===== src/rtl/core/upsh_pkg.sv =====
// Package for the unordered pair hash set.
// Holds payload types, action and status codes and hash constants.
// No dependencies.
`default_nettype none
package upsh_pkg;
  localparam int unsigned HashBitsDefault = 12;
  localparam int unsigned Capacity = 1024;
  localparam int unsigned IdxW = $clog2(Capacity);
  localparam int unsigned CntW = IdxW + 1;

  localparam logic [1:0] ACT_CLEAR = 2'd0;
  localparam logic [1:0] ACT_INSERT = 2'd1;
  localparam logic [1:0] ACT_QUERY = 2'd2;

  localparam logic [1:0] ST_OK = 2'd0;
  localparam logic [1:0] ST_UNCHAINED = 2'd1;
  localparam logic [1:0] ST_FULL = 2'd2;

  localparam logic [63:0] MixMul1 = 64'hbf58476d1ce4e5b9;
  localparam logic [63:0] MixMul2 = 64'h94d049bb133111eb;

  typedef struct packed {
    logic [1:0]  action;
    logic [31:0] id_a;
    logic [31:0] id_b;
  } in_t;

  typedef struct packed {
    logic        found;
    logic [1:0]  status;
    logic [10:0] entry_total;
  } out_t;
endpackage
`default_nettype wire


===== src/rtl/core/upsh_hash.sv =====
// Multi-cycle splitmix64 finaliser over a 64-bit key, one 32x32 product a cycle.
// Depends on upsh_pkg.
`default_nettype none
module upsh_hash #(
  parameter int unsigned HashBits = upsh_pkg::HashBitsDefault
) (
  input  wire logic                clk_i,
  input  wire logic                rst_ni,
  input  wire logic                start_i,
  input  wire logic [63:0]         key_i,
  output logic                     done_o,
  output logic      [HashBits-1:0] bucket_o
);
  logic [63:0] k_q, k_d, acc_q, acc_d, prod_q, prod_d, sum;
  logic [2:0]  step_q, step_d;
  logic        busy_q, busy_d, done_q, done_d;
  logic [HashBits-1:0] bucket_q, bucket_d;
  logic [31:0] op_a, op_b, c_lo, c_hi;
  logic [63:0] fin;

  assign c_lo = step_q[2] ? upsh_pkg::MixMul2[31:0] : upsh_pkg::MixMul1[31:0];
  assign c_hi = step_q[2] ? upsh_pkg::MixMul2[63:32] : upsh_pkg::MixMul1[63:32];
  assign op_a = (step_q[1:0] == 2'd1) ? k_q[63:32] : k_q[31:0];
  assign op_b = (step_q[1:0] == 2'd2) ? c_hi : c_lo;
  assign sum = acc_q + {prod_q[31:0], 32'd0};
  assign fin = sum ^ (sum >> 31);

  always_comb begin
    k_d = k_q;
    acc_d = acc_q;
    prod_d = prod_q;
    step_d = step_q;
    busy_d = busy_q;
    done_d = 1'b0;
    bucket_d = bucket_q;
    if (start_i) begin
      k_d = key_i ^ (key_i >> 30);
      step_d = 3'd0;
      busy_d = 1'b1;
    end else if (busy_q) begin
      step_d = step_q + 3'd1;
      case (step_q[1:0])
        2'd0: prod_d = op_a * op_b;
        2'd1: begin
          acc_d = prod_q;
          prod_d = op_a * op_b;
        end
        2'd2: begin
          acc_d = sum;
          prod_d = op_a * op_b;
        end
        default: begin
          if (!step_q[2]) begin
            k_d = sum ^ (sum >> 27);
          end else begin
            bucket_d = fin[HashBits-1:0];
            done_d = 1'b1;
            busy_d = 1'b0;
          end
        end
      endcase
    end
  end

  always_ff @(posedge clk_i or negedge rst_ni) begin
    if (!rst_ni) begin
      step_q <= 3'd0;
      busy_q <= 1'b0;
      done_q <= 1'b0;
    end else begin
      step_q <= step_d;
      busy_q <= busy_d;
      done_q <= done_d;
    end
  end

  always_ff @(posedge clk_i) begin
    k_q <= k_d;
    acc_q <= acc_d;
    prod_q <= prod_d;
    bucket_q <= bucket_d;
  end

  assign done_o = done_q;
  assign bucket_o = bucket_q;
endmodule
`default_nettype wire


===== config.mk =====
export PLATFORM = sky130hd
export DESIGN_NAME = upsh_hash
export DESIGN_NICKNAME = d
export VERILOG_FILES = /design/src/rtl/core/upsh_pkg.sv /design/src/rtl/core/upsh_hash.sv
export SDC_FILE = /design/constraint.sdc
export NUM_CORES = 2
export LEC_CHECK = 0
export BUFFER_PORTS_ARGS = -buffer_cell sky130_fd_sc_hd__buf_2
export CAP_MARGIN = 10
export CELL_PAD_IN_SITES_DETAIL_PLACEMENT = 1
export CELL_PAD_IN_SITES_GLOBAL_PLACEMENT = 1
export CORE_MARGIN = 4
export CORE_UTILIZATION = 55
export CTS_CLUSTER_DIAMETER = 40
export DETAILED_ROUTE_END_ITERATION = 6
export PLACE_DENSITY = 0.95
export REMOVE_ABC_BUFFERS = 1
export SYNTH_ARGS = -nofsm -noshare
export SYNTH_HDL_FRONTEND = slang
export SYNTH_SLANG_ARGS = --single-unit

===== constraint.sdc =====
create_clock -name clk_i -period 14.7 [get_ports clk_i]
set_input_delay 2.205 -clock clk_i [delete_from_list [all_inputs] [get_ports clk_i]]
set_output_delay 2.205 -clock clk_i [all_outputs]
set_load 0.005 [all_outputs]

==> summary by stage <==
Status
The run finished with clean final reports.

Final layout
In the final layout, the share of cells above drive strength 1 is between 6 and 7%. The finished layout holds 4954 standard cells, fillers aside. The signed area change from the synthesized netlist to the final layout is 5.471%. The post-layout net count is between 5000 and 6000.

Clocking
The total of cells resized after clock tree synthesis is 0. The tree is rooted in a sky130_fd_sc_hd__clkbuf_16. The number of CTS-inserted buffers is 23. The number of hold buffers added after CTS was 0. The number of clock sinks is about 210. Clock latency on the worst-skew pair, taken at its later pin, is roughly 540 ps.

The TritonCTS clock tree is built. The deepest level of the CTS H-tree is 1. The post-CTS setup-driven buffer insertion count is 0. The maximum number of buffers from clock root to sink is 3. Clock-pin slew was measured on the worst setup and hold paths at about 70 ps.

Critical path
The cell repeated most along the worst path is sky130_fd_sc_hd__fa_1. The worst-path maximum fanout is 32. The minimum setup slack among reg-to-reg paths is between 2000 and 3000 ps.

The sort of element at the start of the critical path is a register. The nature of the critical path endpoint is a register. The worst-path cell with the longest stage delay is sky130_fd_sc_hd__mux2i_1. The critical path's largest stage delay is 1100 ps. At the worst endpoint, the arrival time is between 10000 and 15000 ps. The type of the worst setup path is register to register. For the worst setup path, the data required time is about 15000 ps.

Routing
For this block, the via count after detailed routing is slightly above 30000. The routed length per placed instance is between 30 and 40 um. The number of DRC violations after detailed-routing iteration 0 is roughly 3500. The total iterations of the first detailed-routing run is 6. After detailed routing, the number of remaining DRC violations is 0. The final layout contains routed wiring with a total length of between 150000 and 200000 um. The remaining antenna violation count is 0. In the routed layout, each cell is associated on average with a via count of 6.277.

Synth
In this run the mean area of a mapped cell was about 10 um^2. For this run, asynchronously set or reset flops after synthesis account for 2.392%. The number of synthesized flops with an enable pin is slightly above 200. The dominant register cell in the synthesized netlist is sky130_fd_sc_hd__edfxtp_1. Of the post-synthesis cell area, the dominant cell type holds a little over 40%. The library cell occupying the most area in the post-synthesis netlist is sky130_fd_sc_hd__fa_1. The netlist uses 75 different library cells.

Ranked by total cell area, the synthesized netlist is headed by sky130_fd_sc_hd__fa_1 41%, sky130_fd_sc_hd__edfxtp_1 15%, sky130_fd_sc_hd__ha_1 12%, sky130_fd_sc_hd__inv_1 9.9%, sky130_fd_sc_hd__nor2_1 2.9%. The commonest cells after synthesis are 1049 x sky130_fd_sc_hd__inv_1, 809 x sky130_fd_sc_hd__fa_1, 379 x sky130_fd_sc_hd__ha_1, 309 x sky130_fd_sc_hd__nor2_1, 207 x sky130_fd_sc_hd__nand2_1. The cell with the most instances after synthesis is sky130_fd_sc_hd__inv_1.

Sequential cells were found to cover around 16% of the synthesized design area. Synthesis produced 3960 cells. The count of warnings emitted by yosys is 0. The flip-flop and latch count after synthesis is between 200 and 250. The mapped cell area is ~40000 um^2.

Global route
The global routing usage summed across all routing layers is about two fifths. The initial antenna violation count is 7. The number of global-route vias before repair is 35650. The total congestion overflow after global routing is 0. The maximum number of pins on one net before global-route repair is 65.

The first global-routing pass estimated 234200 um of wire.

Floorplan
In this run the standard cell core region covers ~70000 um^2. The placement row count is 98. For this configuration, the core starts out at a cell density of approximately 56%. During I/O placement, the number of pins put on the boundary was 80.

The vertical die dimension is approximately 280 um. The horizontal die dimension is 277.4 um. The die covers 76930 um^2.

Placement
The count of buffers added on input and output ports is between 70 and 80. Routability-driven placement finished with a final weighted congestion of around 1. Summed over all nets, the half-perimeter wirelength after detailed placement is 135600 um.

In this run, placement finished with an instance count of roughly 5000.

Timing
In this run the tightest slew margin relative to its limit is between 10% and 20%. Subtracting the final worst setup slack from the clock period gives ~12000 ps. The worst-case clock skew is ~17 ps. The number of max-slew violations in the final report is 0.

In the final timing run, aggregate negative setup slack is 0 ps. Setup repair after global routing left no endpoint under its margin. The number of setup violations in the final report is 0.

The count of final hold-check violations is 0. Based on the critical path, the design can be clocked at up to 85.13 MHz. The period utilization is 79.91%. The transition at the pin with the smallest max-transition slack is between 1000 and 1500 ps.

Run
Across the run, the number of max-cap violations was 0.

Hold path
The path class of the tightest hold or removal check is register to register.
[critical path, delay by kind of cell, from the launching register on]
family | cells | cell delay [ps]
AOI/OAI and AO/OA | 6 | 1790
adders and majority gates | 10 | 5530
buffers and inverters | 6 | 960
DFF | 1 | 470
muxes | 1 | 1100
and+or+nand+nor | 5 | 1590
[sequential cells by signal, indices dropped and copies added, names as in the netlist]
name / count
prod_q: 64
step_q: 3
done_o: 1
busy_q: 1
acc_q: 64
bucket_o: 12
k_q: 64
[placed cells by master (no fill, tap or decap), types with 13 or more instances in the layout]
cell type	instances
sky130_fd_sc_hd__o21a_1	16
sky130_fd_sc_hd__edfxtp_1	204
sky130_fd_sc_hd__a21o_1	45
sky130_fd_sc_hd__xor2_1	80
sky130_fd_sc_hd__clkbuf_16	23
sky130_fd_sc_hd__nand2b_1	21
sky130_fd_sc_hd__nand2_1	207
sky130_fd_sc_hd__o22ai_1	13
sky130_fd_sc_hd__o21bai_1	16
sky130_fd_sc_hd__mux2_2	78
sky130_fd_sc_hd__fa_1	809
sky130_fd_sc_hd__nor2_1	306
sky130_fd_sc_hd__nor2b_1	45
sky130_fd_sc_hd__o21ai_0	118
sky130_fd_sc_hd__ha_1	376
sky130_fd_sc_hd__nand3_1	23
sky130_fd_sc_hd__buf_2	78
sky130_fd_sc_hd__and3_1	14
sky130_fd_sc_hd__a31oi_1	14
sky130_fd_sc_hd__buf_4	29
sky130_fd_sc_hd__a21oi_1	122
sky130_fd_sc_hd__and2_1	16
sky130_fd_sc_hd__inv_1	1048
sky130_fd_sc_hd__nand4_1	13
sky130_fd_sc_hd__nor3_1	31
sky130_fd_sc_hd__xnor2_1	90
sky130_fd_sc_hd__or2_2	13
[stage by stage]
stage	hold WS (ps)	util (%)	worst slack, ps	instance area (um^2)
4_1_cts	562.9	58.66	3230	42080
2_1_floorplan	522.0	-	3893	39490
6_report	562.1	58.68	2954	42090
3_5_place_dp	547.1	57.63	3358	41340
3_3_place_gp	528.5	57.63	3782	41340
5_1_grt	564.7	58.67	2723	42090
[routing by layer]
metal / share of wire, % / up-vias / routed length [um] / global-route usage [%]
met5: 0.028 / - / 45 / 0
met4: 11 / 8 / 16750 / 32.80
met3: 10 / 814 / 16330 / 9.350
met2: 46 / 2255 / 72920 / 65.85
met1: 33 / 15790 / 53200 / 48.59
li1: - / 12230 / - / -
[area by class of cell]
cell class | instances | area, um^2
Fill cell | 7977 | 29640
Antenna cell | 1 | 2.502
Clock inverter | 13 | 108.9
Tap cell | 950 | 1189
Multi-Input combinational cell | 2592 | 29340
Timing Repair Buffer | 108 | 619.3
Clock buffer | 29 | 628.1
Sequential cell | 209 | 6252
Inverter | 1052 | 3949
[path summary, 6_finish.rpt]
kind / cells past startpoint / startpoint / end
hold / removal: 1 / prod_q[57]$_DFFE_PP_ / acc_q[57]$_DFFE_PP_
setup reg to reg: 28 / step_q[1]$_DFFE_PN0P_ / prod_q[63]$_DFFE_PP_
hold reg to reg: 1 / prod_q[57]$_DFFE_PP_ / acc_q[57]$_DFFE_PP_
max in group asynchronous: 1 / rst_ni / step_q[2]$_DFFE_PN0P_
setup / recovery: 28 / step_q[1]$_DFFE_PN0P_ / prod_q[63]$_DFFE_PP_
min in group asynchronous: 1 / rst_ni / step_q[0]$_DFFE_PN0P_
[cell families after synthesis]
logic type | synth area share, %
adder cells (fa/ha/maj) | 52.47
buffers and inverters | 10.93
AND/OR/NAND/NOR | 7.955
AO/OA/AOI/OAI | 6.575
flip-flops | 15.66
XOR/XNOR | 3.904
multiplexers | 2.502
Power is left out: the tool's default activity adds up to more than one toggle a clock period on the data nets, which glitch-free logic cannot reach.
