[src/rtl/core/upsh_ram.sv]
// Generic simple dual-port RAM, one write and one registered read port.
// No dependencies.
`default_nettype none
module upsh_ram #(
  parameter int unsigned Width = 8,
  parameter int unsigned Depth = 16
) (
  input  wire logic                     clk_i,
  input  wire logic                     we_i,
  input  wire logic [$clog2(Depth)-1:0] waddr_i,
  input  wire logic [Width-1:0]         wdata_i,
  input  wire logic                     re_i,
  input  wire logic [$clog2(Depth)-1:0] raddr_i,
  output logic      [Width-1:0]         rdata_o
);
  logic [Width-1:0] mem_q [Depth];

  always_ff @(posedge clk_i) begin
    if (we_i) begin
      mem_q[waddr_i] <= wdata_i;
    end
    if (re_i) begin
      rdata_o <= mem_q[raddr_i];
    end
  end
endmodule
`default_nettype wire

[config.mk]
export PLATFORM = sky130hd
export DESIGN_NAME = upsh_ram
export DESIGN_NICKNAME = d
export VERILOG_FILES = /design/src/rtl/core/upsh_ram.sv
export SDC_FILE = /design/constraint.sdc
export NUM_CORES = 1
export LEC_CHECK = 0
export BUFFER_PORTS_ARGS = -buffer_cell sky130_fd_sc_hd__buf_2
export CAP_MARGIN = 5
export CELL_PAD_IN_SITES_DETAIL_PLACEMENT = 1
export CELL_PAD_IN_SITES_GLOBAL_PLACEMENT = 1
export CORE_MARGIN = 5
export CORE_UTILIZATION = 45
export DETAILED_ROUTE_END_ITERATION = 6
export GPL_TIMING_DRIVEN = 0
export PLACE_DENSITY_LB_ADDON = 0.12
export SETUP_SLACK_MARGIN = 0.4
export SLEW_MARGIN = 5
export SYNTH_ARGS = -nofsm -noshare
export SYNTH_HDL_FRONTEND = slang
export SYNTH_SLANG_ARGS = --single-unit
[constraint.sdc]
create_clock -name clk_i -period 3.2 [get_ports clk_i]
set_input_delay 0.48 -clock clk_i [delete_from_list [all_inputs] [get_ports clk_i]]
set_output_delay 0.48 -clock clk_i [all_outputs]
set_load 0.005 [all_outputs]
==> impl_metrics.ini, run 1 <==
[cells_and_area]
fill_cells = 1020
instances_no_fill = 429
antennaDiodeCount = 0
area_growth_pct = 17.21
final_nets = 292
final_core_util = 0.5366
drive_gt1_frac = 0.3007

[route]
drt_iter0_drc = 123
viasPerCell = 5.608
routedWlPerCell_um = 25.08
ant_nets = 0
wl_um = 10760
drc = 0
drt_pre_antenna_iters = 4
num_vias = 2406

[synthesis]
syn_area_sq_mm = 0.005228
synthMuxAreaShare = 0.1479
synth_top_area_cell = edfxtp_1
synth_edf_count = 136
syn_nets = 248
yosysSeqAreaShare = 0.7812
synth_flop_cell = edfxtp_1
synth-xor-area-share = 0
yosys-top-cells-area = edfxtp_1, mux4_2, mux4_1, a22oi_1, nor2_1
synth-simple-area-share = 0.03135
postSynthCellCount = 229
yosysMostFrequentCell = edfxtp_1
synth_compound_area_frac = 0.02298
synth-async-reset-ratio = 0
synth_fa_ha_area_frac = 0
avgSynthCellArea_sq_um = 22.83
synth_seq_cells = 136
synthDistinctLibCells = 18
ys_top_cells_by_count = edfxtp_1, mux4_2, a22oi_1
yosysWarnings = 0
synth_top_family_by_area = multiplexers
synth_top_area_frac = 0.7812

[setup_path]
endpoint_kind = flop
cp_num_buf_inv = 1
cp_cell_sequence = buf_2 > or3b_2 > nor3_1
startpoint = waddr_i[2]
worstSetupPathType = in -> reg
crit_family = simple AND/OR/NAND/NOR gates
max_stage_delay_ns = 0.92
arrival_ns = 2.05
r2r_slack_ns = 1.62
crit_end = mem_q[0][0]$_DFFE_PP_
cpMaxStageDelayCell = nor3_1
crit_path_start_kind = input port
worstPathRequired_ns = 3.22
r2r-start = mem_q[5][1]$_DFFE_PP_
worstPathMaxFanout = 8
crit_cells = 3
reg2reg_depth = 3
reg2reg_to = rdata_o[1]$_DFFE_PP_

[placed_design]
gp_congestion = 0.6809
io_buffers = 25
dp_cells = 397
post-dp-hpwl_um = 6959

[global_routing]
grt_use_total = 0.1659
antenna_found_initial = 0
grt_pass1_wl_um = 16420
gr-total-overflow = 0
grt_max_degree = 17
grt_pass1_vias = 2586

[clocking]
cts_resized = 0
clk_latency_ns = 0.41
cts_tree = yes
numCtsBuffers = 17
cts_setup_buffers = 0
htree_levels = 4
ctsLongestPathBuffers = 2
holdBufCountCts = 0
clk_pin_slew_ns = 0.06
cts.sinks = 136
cts_root_buffer = clkbuf_16

[job]
max-cap-violations = 0

[timing]
final.period_utilization = 0.6356
drv_slew = 0
finalCriticalPeriod_ns = 2.034
worstMarginPinSlew_ns = 1.180
max_freq_ghz = 0.4916
tns_ns = 0
slew_headroom = 0.2075
fin_skew_ns = 0.005722
hold_viol = 0
setup_violations = 0
rsz0062_at_grt = no
holdWs_ns = 0.4279

[min_path]
min_from = re_i
min_path_type = in -> reg

[power_and_ir_drop]
p_per_area_mw_per_mm2 = 673.0
leakagePower_nw = 2.043
peakVddDrop_mv = 0.3305

[floorplanning]
die-area_sq_mm = 0.01387
die_w_um = 117.8
fp.dieH_um = 117.8
pin_count = 27
core_area_sq_mm = 0.01142
start_util = 0.4578
placementRows = 39

[status]
status = finished, final reports clean
-- per-layer routing --
metal,wire length (um),up-vias,track usage,share of wire
li1,-,1071,-,-
met1,4854,1250,0.2346,0.45
met2,5275,74,0.2496,0.49
met3,499,11,0.04421,0.046
met4,130,0,0.06022,0.012
met5,0,-,0,0
-- how the worst min path moves through the flow --
stage | to | cells past startpoint
floorplan | mem_q[0][0]$_DFFE_PP_ | 0
global placement | rdata_o[1]$_DFFE_PP_ | 3
detailed placement | rdata_o[0]$_DFFE_PP_ | 3
CTS | rdata_o[2]$_DFFE_PP_ | 1
global route | rdata_o[7]$_DFFE_PP_ | 1
finish | rdata_o[1]$_DFFE_PP_ | 1
-- worst reg2reg max path, delay by kind of cell, from the launching register on --
kind	cells	cell delay, ns
AOI/OAI and AO/OA	1	0.28
DFF	1	0.38
muxes	1	0.59
and+or+nand+nor	1	0.09
-- placed cells by master, fill, tap and decap left out --
| cell | count |
|---|---|
| nand3b_1 | 2 |
| buf_6 | 3 |
| clkdlybuf4s25_2 | 3 |
| nor3_1 | 2 |
| bufinv_16 | 3 |
| clkinv_4 | 2 |
| nand2_1 | 9 |
| nor3_2 | 2 |
| edfxtp_1 | 136 |
| and2_1 | 1 |
| nor2b_1 | 1 |
| nand2b_1 | 2 |
| or3b_2 | 1 |
| clkinvlp_4 | 2 |
| a22oi_1 | 16 |
| clkinv_1 | 2 |
| buf_4 | 1 |
| mux4_1 | 14 |
| clkbuf_16 | 17 |
| clkinv_2 | 6 |
| buf_2 | 28 |
| nand3_1 | 1 |
| mux4_2 | 18 |
| nor2_1 | 13 |
| and2b_1 | 1 |
-- kinds of logic after synthesis --
family / after synthesis
AND/OR/NAND/NOR: 35
buffers and inverters: 10
AO/OA/AOI/OAI: 16
multiplexers: 32
flip-flops: 136
-- registers in the layout, summed over array words and instances, names as in the netlist --
signal and count:
mem_q 128, rdata_o 8
-- layout make-up --
| type | count | area [sq um] | area share |
|---|---|---|---|
| sequential | 136 | 4084 | 0.6665 |
| multi-input combinational | 83 | 1067 | 0.1742 |
| clock buffer | 17 | 425.4 | 0.06943 |
| tap | 143 | 178.9 | 0.02920 |
| clock inverter | 15 | 160.2 | 0.02614 |
| timing repair buffer | 25 | 125.1 | 0.02042 |
| buffer | 10 | 86.33 | 0.01409 |
-- power by group --
part / switching [mW] / total (mW) / internal [mW]
combinational: 0.114 / 0.192 / 0.0773
clock: 0.705 / 1.91 / 1.21
sequential: 0.00895 / 2.02 / 2.01
total: 0.828 / 4.12 / 3.30
-- per-stage QoR --
stage          power, mW  setup WS, ns  cell area [sq um]
5_1_grt            4.270         1.031               6127
3_3_place_gp       2.239        0.6675               5532
2_1_floorplan      2.154         1.227               5228
3_5_place_dp       2.250        0.6846               5532
6_report           4.123         1.166               6127
4_1_cts            4.157         1.120               6117
No activity file was read; power rests on OpenSTA's default activity.
==> inputs of run 2 (changes only) <==
--- a/config.mk
+++ b/config.mk
@@ -5,12 +5,13 @@
 export SDC_FILE = /design/constraint.sdc
 export NUM_CORES = 1
 export LEC_CHECK = 0
+export ABC_AREA = 1
 export BUFFER_PORTS_ARGS = -buffer_cell sky130_fd_sc_hd__buf_2
 export CAP_MARGIN = 5
 export CELL_PAD_IN_SITES_DETAIL_PLACEMENT = 1
 export CELL_PAD_IN_SITES_GLOBAL_PLACEMENT = 1
 export CORE_MARGIN = 5
-export CORE_UTILIZATION = 45
+export CORE_UTILIZATION = 44
 export DETAILED_ROUTE_END_ITERATION = 6
 export GPL_TIMING_DRIVEN = 0
 export PLACE_DENSITY_LB_ADDON = 0.12
==> constraint.sdc (replaced) <==
create_clock -name clk_i -period 1.8 [get_ports clk_i]
set_input_delay 0.27 -clock clk_i [delete_from_list [all_inputs] [get_ports clk_i]]
set_output_delay 0.27 -clock clk_i [all_outputs]
set_load 0.005 [all_outputs]
==> run 2 against run 1 <==
  * Critical path depth unchanged
  * Synthesized area up 12%
  * Wire length up 46%
  * Via count up 65%
==> impl_metrics.ini, run 2 <==
[synthesis]
synth_seq_cells = 136
syn_area_sq_mm = 0.005847
yosysMostFrequentCell = nand2_1
yosysWarnings = 0
syn_nets = 570
avgSynthCellArea_sq_um = 10.61
synthDistinctLibCells = 11
synth-async-reset-ratio = 0
synth_edf_count = 136
yosysSeqAreaShare = 0.6985
yosys-top-cells-area = edfxtp_1, nand2_1, nand3_1, inv_1, buf_6
ys_top_cells_by_count = nand2_1, edfxtp_1, inv_1
postSynthCellCount = 551
synth_flop_cell = edfxtp_1
synth_top_area_cell = edfxtp_1
synth_top_area_frac = 0.6985

[setup_path]
cpMaxStageDelayCell = nor2_1
endpoint_kind = flop
max_stage_delay_ns = 0.80
arrival_ns = 1.46
crit_path_start_kind = input port
worstSetupPathType = in -> reg
cp_cell_sequence = buf_2 > nand3b_1 > nor2_1
worstPathMaxFanout = 8
worstPathRequired_ns = 1.84

[power_and_ir_drop]
p_sw_frac = 0.2184
clockPowerShare = 0.443
intPower_mw = 5.700
leakagePower_nw = 2.896
netSwitchingPower_mw = 1.593
p_comb_frac = 0.065
peakVddDrop_mv = 0.6305
p_per_area_mw_per_mm2 = 1084
pwr-share-seq = 0.492

[floorplanning]
core_area_sq_mm = 0.01314
start_util = 0.4450
fp.dieH_um = 125.3
die_w_um = 125.3
placementRows = 42
die-area_sq_mm = 0.01569
pin_count = 27

[route]
viasPerCell = 5.092
num_vias = 3977
drt_iter0_drc = 253
routedWlPerCell_um = 20.13
drt_pre_antenna_iters = 4
drc = 0
wl_um = 15720
ant_nets = 0

[global_routing]
grt_pass1_wl_um = 24030
grt_pass1_vias = 4099
grt_max_degree = 17
antenna_found_initial = 0
gr-total-overflow = 0
grt_use_total = 0.2097

[timing]
holdWs_ns = 0.2177
max_freq_ghz = 0.7042
worstMarginPinSlew_ns = 0.9867
rsz0062_at_grt = yes
setup_violations = 0
finalCriticalPeriod_ns = 1.420
final.period_utilization = 0.7889
setup_ws_ns = 0.3800
hold_viol = 0
drv_slew = 0
slew_headroom = 0.3398
fin_skew_ns = 0.004223

[cells_and_area]
register_area_sq_mm = 0.004084
final_cell_mix = nand2_1, edfxtp_1, inv_1
area_growth_pct = 15.07
final_common_cell = nand2_1
final_core_util = 0.5121
top_regs = mem_q (128), rdata_o (8)
fill_cells = 1471
instances_no_fill = 781
antennaDiodeCount = 0
largest_reg_flops = 128
final_nets = 612
multi_input_area_sq_mm = 0.001216
largest-register = mem_q
drive_gt1_frac = 0.1256

[placed_design]
pre_cts_ws_ns = -0.03558
io_buffers = 23
post-dp-hpwl_um = 10490
dp_cells = 750
gp_congestion = 0.7935

[min_path]
min_path_type = in -> reg

[clocking]
clk_pin_slew_ns = 0.06
cts_root_buffer = clkbuf_16
cts.sinks = 136
clk_latency_ns = 0.42
cts_setup_buffers = 0
htree_levels = 4
cts_tree = yes
numCtsBuffers = 17
ctsLongestPathBuffers = 2

[job]
max-cap-violations = 0

[status]
status = finished, final reports clean
==> run 2: changes by cell type after synthesis, sizes merged, moves of 2 or more <==
cell,previous run,this run
nand2,9,173
clkdlybuf4s25,3,0
buf,7,24
nor3,4,0
nand2b,2,0
inv,0,102
mux4,32,0
nand3,1,97
a22oi,16,0
nor2,13,17
==> run 2: cell families (layout without fill, tap and decap cells) <==
group | after synthesis | count (layout) | share of synthesized area
and+or+nand+nor | 289 | 289 | 0.2076
DFF | 136 | 136 | 0.6985
buffers and inverters | 126 | 180 | 0.09394
==> run 2: metal layers <==
metal	GRT usage	part of all wire	vias to the layer above
met4	0.07015	0.021	0
met3	0.04947	0.050	23
met5	0	0	-
li1	-	-	1865
met2	0.3360	0.48	110
met1	0.2835	0.45	1979
==> run 2: power groups by stage <==
stage	logic, mW	clock network (mW)	registers [mW]
detailed placement	0.477	0	3.65
global route	0.526	3.45	3.59
global placement	0.465	0	3.65
CTS	0.480	3.28	3.59
finish	0.474	3.23	3.59
floorplan	0.250	0	3.65
==> run 2: area by class of cell <==
class / instances / share of cell area
Clock inverter: 12 / 0.01637
Timing Repair Buffer: 23 / 0.01711
Buffer: 24 / 0.02474
Sequential cell: 136 / 0.6070
Inverter: 102 / 0.05691
Clock buffer: 19 / 0.06435
Tap cell: 176 / 0.03273
Multi-Input combinational cell: 289 / 0.1808
==> run 2: stage by stage <==
stage / TNS [ns] / area [sq um] / power, mW
floorplan: 0 / 5847 / 3.901
global route: 0 / 6728 / 7.568
finish: 0 / 6728 / 7.293
detailed placement: -0.2781 / 6182 / 4.128
CTS: 0 / 6725 / 7.344
global placement: 0 / 6182 / 4.112
==> run 2: worst paths after layout <==
kind | from | endpoint | slack, ns | cells past startpoint
max reg2reg | mem_q[10][5]$_DFFE_PP_ | rdata_o[5]$_DFFE_PP_ | 0.56 | 6
max | waddr_i[2] | mem_q[8][6]$_DFFE_PP_ | 0.38 | 3
min reg2reg | mem_q[6][2]$_DFFE_PP_ | rdata_o[2]$_DFFE_PP_ | 0.81 | 6
min | re_i | rdata_o[2]$_DFFE_PP_ | 0.22 | 1
==> run 2: worst max-delay path: cells and delay by family <==
family                 cells  cell delay (ns)
AND/OR/NAND/NOR            2             1.06
buffers and inverters      1             0.12
==> run 2: timing repair <==
action,CTS,global route
endpoints found under the hold margin,0,0
hold buffers,0,0
endpoints found under the setup margin,0,8
gates resized for setup,0,1
